## config.mk

```make
export PLATFORM = sky130hd
export DESIGN_NAME = refcounted_subscription_table
export DESIGN_NICKNAME = d
export VERILOG_FILES = /design/src/hdl/rst_pkg.sv /design/src/hdl/rst_cell.sv /design/src/hdl/refcounted_subscription_table.sv
export SDC_FILE = /design/constraint.sdc
export NUM_CORES = 2
export LEC_CHECK = 0
export BUFFER_PORTS_ARGS = -buffer_cell sky130_fd_sc_hd__buf_2
export CAP_MARGIN = 20
export CORE_MARGIN = 2
export CORE_UTILIZATION = 30
export CTS_BUF_LIST = sky130_fd_sc_hd__clkbuf_16
export CTS_CLUSTER_SIZE = 28
export DETAILED_ROUTE_END_ITERATION = 16
export GPL_TIMING_DRIVEN = 0
export HOLD_SLACK_MARGIN = 0.08
export PLACE_DENSITY = 0.47
export SYNTH_ARGS = -nofsm -noshare
export SYNTH_HDL_FRONTEND = slang
export SYNTH_HIERARCHICAL = 1
export SYNTH_SLANG_ARGS = --single-unit
```

## constraint.sdc

```tcl
create_clock -name i_clk -period 17.2 [get_ports i_clk]
set_input_delay 3.44 -clock i_clk [delete_from_list [all_inputs] [get_ports i_clk]]
set_output_delay 3.44 -clock i_clk [all_outputs]
set_load 0.01 [all_outputs]
```

## src/hdl/rst_pkg.sv

```systemverilog
// Package for the subscription table: sizes, action and event codes, payload structs.
// No dependencies.
`timescale 1ns / 1ps
`default_nettype none
package rst_pkg;
    localparam int NUM_CLIENTS = 16;
    localparam int NUM_TOPICS  = 64;
    localparam int CW = 4;
    localparam int TW = 6;
    localparam int AW = 7;

    localparam logic [1:0] ACT_SUB   = 2'd0;
    localparam logic [1:0] ACT_UNSUB = 2'd1;
    localparam logic [1:0] ACT_RMCL  = 2'd2;
    localparam logic [1:0] ACT_QUERY = 2'd3;

    localparam logic [1:0] EV_NONE    = 2'd0;
    localparam logic [1:0] EV_ADDED   = 2'd1;
    localparam logic [1:0] EV_REMOVED = 2'd2;

    typedef struct packed {
        logic [1:0]    action;
        logic [CW-1:0] client_id;
        logic [TW-1:0] topic_id;
    } t_req;

    typedef struct packed {
        logic [1:0]    event_res;
        logic [TW-1:0] topic_out;
        logic          is_member;
        logic [AW-1:0] active_topics;
        logic          last;
    } t_res;

    // command broadcast to every cell
    typedef struct packed {
        logic          op_sub;
        logic          op_unsub;
        logic          op_clr;
        logic [CW-1:0] client;
        logic [TW-1:0] topic;
    } t_cmd;
endpackage
`default_nettype wire

```

## src/hdl/rst_cell.sv

```systemverilog
// One topic's membership cell; passes a sweep token to its neighbor.
// Depends on rst_pkg.
`timescale 1ns / 1ps
`default_nettype none
module rst_cell (
    input  wire                      i_clk,
    input  wire                      i_rst_n,
    input  wire [rst_pkg::TW-1:0]    i_idx,
    input  wire rst_pkg::t_cmd       i_cmd,
    input  wire                      i_tok,
    input  wire                      i_hold,
    output logic                     o_tok,
    output logic                     o_hit,
    output logic                     o_has,
    output logic                     o_empty,
    output logic                     o_any
);
    import rst_pkg::*;
    logic [NUM_CLIENTS-1:0] r_bits, n_bits, w_bit;
    logic                   r_tok;

    assign w_bit   = NUM_CLIENTS'(1) << i_cmd.client;
    assign o_has   = |(r_bits & w_bit);
    assign o_any   = |r_bits;
    assign o_empty = (r_bits & ~w_bit) == '0;
    assign o_hit   = r_tok && o_has && o_empty;
    assign o_tok   = r_tok;

    always_comb begin
        n_bits = r_bits;
        if (i_cmd.topic == i_idx && i_cmd.op_sub) n_bits = r_bits | w_bit;
        if (i_cmd.topic == i_idx && i_cmd.op_unsub) n_bits = r_bits & ~w_bit;
        if (i_cmd.op_clr && r_tok && !i_hold) n_bits = r_bits & ~w_bit;
    end

    always_ff @(posedge i_clk) begin
        if (!i_rst_n) begin
            r_bits <= '0;
            r_tok  <= 1'b0;
        end else begin
            r_bits <= n_bits;
            if (!i_hold) r_tok <= i_tok;
        end
    end
endmodule
`default_nettype wire

```

## src/hdl/refcounted_subscription_table.sv

```systemverilog
// Top level: a chain of topic cells with a token-driven remove-client sweep.
// Depends on rst_pkg and rst_cell.
//
// channel  dir  handshake          payload
// req      in   i_valid/o_stall    i_req (t_req)
// res      out  o_valid/i_stall    o_res (t_res)
//
// Subscribe, unsubscribe, query: accept in S_IDLE, then the result register is loaded from S_ONE.
// Remove client: a start step, then a token walks the chain one cell per cycle while no
// result is held stalled, then a final step in S_END.
// Removals are emitted one hit late so the final one can carry last.
// Reset clears all membership.
// A held result stalls the sweep; o_stall is high whenever the FSM is outside S_IDLE.
`timescale 1ns / 1ps
`default_nettype none
module refcounted_subscription_table (
    input  wire                   i_clk,
    input  wire                   i_rst_n,
    input  wire                   i_valid,
    output logic                  o_stall,
    input  wire rst_pkg::t_req    i_req,
    output logic                  o_valid,
    input  wire                   i_stall,
    output rst_pkg::t_res         o_res
);
    import rst_pkg::*;
    localparam logic [1:0] S_IDLE = 2'd0, S_ONE = 2'd1, S_SWP = 2'd2, S_END = 2'd3;

    logic [1:0]    r_st, n_st;
    t_req          r_req, n_req;
    logic [AW-1:0] r_cnt, n_cnt;
    logic [AW-1:0] r_act, n_act;
    logic          r_emit, n_emit;
    logic          r_ov, n_ov;
    t_res          r_res, n_res;
    t_res          r_pend, n_pend;
    t_cmd          w_cmd;
    logic          w_hold, w_start, w_cv, w_tv;
    logic [NUM_TOPICS:0]   w_tok;
    logic [NUM_TOPICS-1:0] w_hit, w_has, w_emp, w_any;
    logic          w_hit_any, w_last;
    logic [TW-1:0] w_hit_idx;
    t_res          w_one;

    assign w_cv    = 32'(r_req.client_id) < NUM_CLIENTS;
    assign w_tv    = 32'(r_req.topic_id) < NUM_TOPICS;
    assign o_stall = r_st != S_IDLE;
    assign o_valid = r_ov;
    assign o_res   = r_res;
    assign w_hold  = r_ov && i_stall;
    assign w_start = (r_st == S_SWP) && !w_hold && r_cnt == '1;

    always_comb begin
        w_cmd.client   = r_req.client_id;
        w_cmd.topic    = r_req.topic_id;
        w_cmd.op_sub   = r_st == S_ONE && !w_hold && w_cv && w_tv && r_req.action == ACT_SUB;
        w_cmd.op_unsub = r_st == S_ONE && !w_hold && w_cv && w_tv &&
                         r_req.action == ACT_UNSUB;
        w_cmd.op_clr   = r_st == S_SWP && w_cv;
    end

    assign w_tok[0] = w_start;
    genvar g;
    generate
        for (g = 0; g < NUM_TOPICS; g++) begin : g_cell
            rst_cell u_cell (
                .i_clk(i_clk), .i_rst_n(i_rst_n), .i_idx(TW'(g)), .i_cmd(w_cmd),
                .i_tok(w_tok[g]), .i_hold(w_hold), .o_tok(w_tok[g+1]),
                .o_hit(w_hit[g]), .o_has(w_has[g]), .o_empty(w_emp[g]), .o_any(w_any[g])
            );
        end
    endgenerate

    // only one token is live, so an OR-reduced index suffices
    always_comb begin
        w_hit_any = w_cv && |w_hit;
        w_hit_idx = '0;
        for (int k = 0; k < NUM_TOPICS; k++)
            if (w_hit[k]) w_hit_idx = w_hit_idx | TW'(k);
        w_last = w_tok[NUM_TOPICS];
    end

    always_comb begin
        w_one = r_res;
        w_one.last = 1'b1;
        w_one.is_member = 1'b0;
        w_one.event_res = EV_NONE;
        w_one.topic_out = r_req.topic_id;
        w_one.active_topics = r_cnt;
        if (w_cv && w_tv) begin
            case (r_req.action)
                ACT_SUB: begin
                    w_one.is_member = 1'b1;
                    if (!w_has[r_req.topic_id] && !w_any[r_req.topic_id]) begin
                        w_one.event_res = EV_ADDED;
                        w_one.active_topics = r_cnt + AW'(1);
                    end
                end
                ACT_UNSUB: begin
                    if (w_has[r_req.topic_id] && w_emp[r_req.topic_id]) begin
                        w_one.event_res = EV_REMOVED;
                        w_one.active_topics = r_cnt - AW'(1);
                    end
                end
                ACT_QUERY: w_one.is_member = w_has[r_req.topic_id];
                default: ;
            endcase
        end
    end

    // r_cnt doubles as the sweep-start flag (all ones) only while S_SWP begins
    always_comb begin
        n_st   = r_st;
        n_req  = r_req;
        n_cnt  = r_cnt;
        n_act  = r_act;
        n_emit = r_emit;
        n_ov   = r_ov && i_stall;
        n_res  = r_res;
        n_pend = r_pend;
        case (r_st)
            S_IDLE: begin
                if (i_valid) begin
                    n_req  = i_req;
                    n_emit = 1'b0;
                    if (i_req.action == ACT_RMCL) begin
                        n_st  = S_SWP;
                        n_cnt = '1;
                    end else begin
                        n_st  = S_ONE;
                        n_cnt = r_act;
                    end
                end
            end
            S_ONE: begin
                if (!w_hold) begin
                    n_res = w_one;
                    n_ov  = 1'b1;
                    n_act = w_one.active_topics;
                    n_st  = S_IDLE;
                end
            end
            S_SWP: begin
                if (!w_hold) begin
                    if (w_start) n_cnt = '0;
                    if (w_hit_any) begin
                        n_act = r_act - AW'(1);
                        n_pend.event_res = EV_REMOVED;
                        n_pend.topic_out = w_hit_idx;
                        n_pend.is_member = 1'b0;
                        n_pend.active_topics = r_act - AW'(1);
                        n_pend.last = 1'b0;
                        n_emit = 1'b1;
                        if (r_emit) begin
                            n_res = r_pend;
                            n_ov  = 1'b1;
                        end
                    end
                    if (w_last) n_st = S_END;
                end
            end
            S_END: begin
                if (!w_hold) begin
                    n_res.event_res = EV_NONE;
                    n_res.topic_out = '0;
                    n_res.is_member = 1'b0;
                    n_res.active_topics = r_act;
                    n_res.last = 1'b1;
                    if (r_emit) begin
                        n_res = r_pend;
                        n_res.last = 1'b1;
                    end
                    n_ov   = 1'b1;
                    n_emit = 1'b0;
                    n_st   = S_IDLE;
                end
            end
            default: n_st = S_IDLE;
        endcase
    end

    always_ff @(posedge i_clk) begin
        if (!i_rst_n) begin
            r_st   <= S_IDLE;
            r_req  <= '0;
            r_ov   <= 1'b0;
            r_act  <= '0;
            r_cnt  <= '0;
            r_emit <= 1'b0;
            r_res  <= '0;
            r_pend <= '0;
        end else begin
            r_st   <= n_st;
            r_req  <= n_req;
            r_ov   <= n_ov;
            r_act  <= n_act;
            r_cnt  <= n_cnt;
            r_emit <= n_emit;
            r_res  <= n_res;
            r_pend <= n_pend;
        end
    end
endmodule
`default_nettype wire

```

Word-level counts from Yosys, hierarchy flattened:

Cells that the tools add are included.

* register bits after elaboration: 1152
* bits in latches: 0
* memory bits (writable): 0
* memory bits (read-only): 0
* bits of input ports: 16
* output and inout port bits: 19
* word-level logic and storage cells: 1569
* memories kept: 0

* $add $sub $neg: 3
* $mul: 0
* div/mod/pow operators: 0
* $lt $le $gt $ge: 1
* equality and inequality tests: 79
* shift-type cells: 1
* mux-type cells: 479
* bitwise operators: 193
* reduce and logical (&&, ||, !) cells: 667

Operators by type and width (count)
* two-way mux 16 bit: 192
* bitwise AND 16 bit: 128
* OR reduction 16 bit: 128
* logical NOT 16 bit: 64
* OR 16 bit: 64
* logical AND 1 bit: 392
* two-way mux 17 bit: 21
* nonzero test 3 bit: 66
* equality test 6 bit (second input constant): 32
* two-way mux 6 bit: 32
* two-way mux 1 bit: 153
* two-way mux 7 bit: 21
* equality test 6 x 5 -> 1 bit (second input constant): 16
* two-way mux 5 bit: 16
* OR reduction 64 bit: 1
* one-hot mux 17 bit (3 select lines): 1
* equality test 6 x 4 -> 1 bit (second input constant): 8
* one-hot mux 7 bit (2 select lines): 3
* two-way mux 2 bit: 18
* two-way mux 4 bit: 8
* equality test 6 x 3 -> 1 bit (second input constant): 4
* two-way mux 12 bit: 2
* binary-select mux 1 bit (select 6 bit): 3
* != test 2 bit (second input constant): 8
* other kinds (25): 42

Depth between registers and ports, before layout:

* depth after elaboration: 73
* mapped depth: 20

Hierarchy:

Netlist, hierarchy kept.

By module, submodules not included
* rst_cell: instances 64, cells an instance 169, area each 1333.8 um^2, seq. area each 340.3 um^2
* refcounted_subscription_table: instances 1, cells an instance 656, area each 5271.3 um^2, seq. area each 1221.2 um^2

Worst setup path after synthesis:

No wires, ideal clock.

* path type: register to register
* start: register r_req[9] (netlist name)
* end: register with a tool-made name
* library setup time: 87 ps
* arrival: 13878 ps
* setup slack: 3235 ps
* cell stages (with the launch flop): 18
* path through: dfxtp_1 -> or4b_4 -> a21oi_2 -> o22ai_1 -> nor4_4 -> and3_1 -> nor4_1 -> nand4_1 -> nor4_1 -> and3_1 -> o21a_1 -> nor2_1 -> nand2_1 -> nor2_1 -> nand4_1 -> or3_1 -> clkbuf_1 -> o31ai_1

RTL lines
* start, declared: line refcounted_subscription_table.sv:30 `t_req r_req, n_req;`
* start signal, assigned: line refcounted_subscription_table.sv:194 `r_req <= n_req;`

==> run_results.csv <==
group,metric,value,unit
power_and_ir_drop,power_density,71.93,nW/um^2
synthesis,synth_area_per_cell,7.900,sq um
route,dr.first_iter.drc_count,9395,
route,finalWirelength,372.1,mm
global_route,vias_in_the_first_global_route,90740,
synthesis,synth_enable_flop_cells,0,
synthesis,synth_cell_type_count,81,
critical_path,critPathSlowestCell,"nor4_2",
global_route,grt_pass1_wl,568.5,mm
run,max-cap-violations,0,
synthesis,dominantRegCellSynth,"dfxtp_1",
critical_path,timing.critical_path.max_delay_family,"simple AND/OR/NAND/NOR gates",
route,detail_route.vias_per_cell,5.974,
place,hpwlAfterDp,258.8,mm
synthesis,synth.top_cells.by_count,"1,149 x dfxtp_1, 996 x a21oi_1, 789 x o21ai_0",
timing,final_skew,0.06563,ns
route,detail_route.wl_per_cell,22.98,microns
critical_path,cp_data_arrival_time,9.61,ns
synthesis,cell_area_after_technology_mapping,90630,sq um
timing,max_clock_freq,113.2,MHz
cts,htree_levels,4,
critical_path,category_of_the_most_critical_setup_path,"reg -> reg",
layout,final_layout_size_suffix_gt1_share,11.92,%
synthesis,synthesis.yosys.warnings,6,
floorplan,ioPinCount,35,
floorplan,area_of_the_die,306500,sq um
cts,post_cts.resized_instances,0,
layout,layout-area-overhead-vs-synth,14.37,%
cts,insertion_delay,0.92,ns
global_route,grt.total_usage,23.08,%
route,routed-via-count,96760,
min_path,hold_path_class,"reg -> reg",
floorplan,row_count,201,
timing,final_min_period_over_clock_period,51.37,%
timing,totalNegativeSetupSlack,0,ns
layout,fin_cells,16200,
synthesis,number_of_synthesized_register_bits,1149,
cts,setup_fix_bufs_post_cts,0,
timing,post-route-min-period,8.835,ns
cts,cts-hold-fix-buffers,0,
critical_path,crit_path_max_incr_delay,0.94,ns
timing,timing.slew.headroom,10.09,%
route,drt_pass1_iterations,8,
timing,setup-violations-final,0,
place,place.port_buffers,34,
critical_path,critical_path.most_common_cell,"buf_16",
floorplan,initial_core_util,30.18,%
cts,max-clock-path-buffers,4,
place,place_inst,15910,
cts,path_clk_slew,0.06,ns
synthesis,ys_seq_area_share,25.38,%
critical_path,critPathLaunchType,"register",
critical_path,cp.buffers_inverters,9,
timing,final_hold_viol_count,0,
synthesis,synth_area_leader_cell,"dfxtp_1",
synthesis,synth_most_common_cell,"dfxtp_1",
synthesis,netlist_instances,11470,
cts,clock_sinks,1149,
floorplan,die_height,553.6,microns
place,place.gp.congestion,0.9348,
floorplan,fp.dieW,553.6,microns
route,remaining_drc_errors,0,
run_status,run_status,"finished clean",
layout,finish.net_count,12130,
power_and_ir_drop,totalPowerFinal,7.456,mW
critical_path,critical_path.endpoint_type,"register",
cts,cts_buffers,160,
power_and_ir_drop,max-vdd-ir-drop,0.06343,mV
timing,timing.final.max_slew_violations,0,
route,final_antenna_net_count,0,
critical_path,cp_data_required_time,17.98,ns
synthesis,yosys.area.top_type_share,25.38,%
global_route,maximum_number_of_pins_on_one_net_before_global_route_repair,85,
synthesis,largest_cells_by_area_after_synthesis,"dfxtp_1 25%, a21oi_1 5.5%, o21ai_0 4.4%",
global_route,antenna_found_initial,17,
power_and_ir_drop,leakage_power,33.69,nW
cts,clock_tree.root_cell,"clkbuf_16",
timing,timing_worst_slew_pin_value,1.349,ns
timing,grt_setup_unrepaired,"no",
critical_path,worstPathMaxFanout,51,
global_route,globalRoute.totalOverflow,0,
synthesis,async_reset_ff_share,0,%
floorplan,design.core.area,300300,sq um
cts,cts_tree,"done",
layout by cell type (no fill, tap or decap), types with 346 or more instances in the layout:
| cell type | synthesis | routed |
|---|---|---|
| o31ai_1 | 448 | 448 |
| nor3_1 | 407 | 407 |
| clkbuf_1 | 349 | 349 |
| conb_1 | 2 | 384 |
| dfxtp_1 | 1149 | 1139 |
| xnor2_1 | 388 | 388 |
| a21oi_1 | 996 | 996 |
| nor4_1 | 350 | 346 |
| nand2_1 | 585 | 585 |
| o22ai_1 | 516 | 516 |
| nor2_1 | 589 | 587 |
| buf_2 | 388 | 428 |
| inv_1 | 400 | 433 |
| o21ai_0 | 789 | 789 |
final timing paths:
| kind | cells past startpoint | endpoint | from | slack, ns |
|---|---|---|---|---|
| setup / recovery | 25 | register | r_req[9] | 8.36 |
| hold reg to reg | 2 | o_res[10] | o_res[10] | 0.46 |
| setup reg to reg | 25 | register | r_req[9] | 8.36 |
| hold / removal | 2 | o_res[10] | o_res[10] | 0.46 |
layer usage:
layer	wire, microns	share of wire [%]	vias up	global-route usage, %
li1	-	-	44950	-
met1	162000	44	47010	30.53
met2	167000	45	4011	36.87
met3	25650	6.9	779	3.694
met4	17340	4.7	12	10.09
met5	80	0.022	-	0
metrics by stage:
step	instance area [sq um]	utilization [%]	hold WS, ns	setup slack, ns
after global routing	103600	34.51	0.4870	8.268
after floorplan	92070	-	0.4399	3.235
after CTS	103600	34.51	0.4573	8.767
final	103700	34.52	0.4553	8.365
after detailed placement	98600	32.84	0.4501	8.847
after global placement	97190	32.37	0.4430	-17.28
report_power, final:
part           leakage (nW)  total (mW)  internal [mW]  switching [mW]
combinational          21.8        1.40          0.509           0.892
sequential             9.26        2.71           2.67          0.0399
clock                  2.59        3.35           1.94            1.41
worst min-delay path, delay by kind of cell (launching register included):
kind	cells	cell delay, ns
DFF	1	0.30
and+or+nand+nor	1	0.05
AOI/OAI and AO/OA	1	0.05
kinds of logic (layout without fill, tap and decap cells):
| group | count (synthesis) | after routing | synth area share, % |
|---|---|---|---|
| AOI/OAI and AO/OA | 3788 | 3788 | 26.77 |
| xor gates and xnor gates | 389 | 389 | 3.759 |
| adders and majority gates | 6 | 6 | 0.08283 |
| buffers and inverters | 1345 | 1721 | 7.803 |
| DFF | 1149 | 1149 | 25.38 |
| muxes | 400 | 400 | 4.905 |
| other | 2 | 391 | 0.008286 |
| and+or+nand+nor | 4393 | 4393 | 31.29 |
cell type report:
cell class              instances  area, sq um
diodes                          7        17.52
clock buffers                 165         4129
well taps                    3958         4952
multi-input cells            9360        62030
repair buffers                 94         1498
fillers                     31240       196600
flip-flops and latches       1149        23040
plain buffers                 941         5555
clock inverters               117        900.9
inverters                     404         1529
Note: power is estimated with default switching activity, not from simulation.
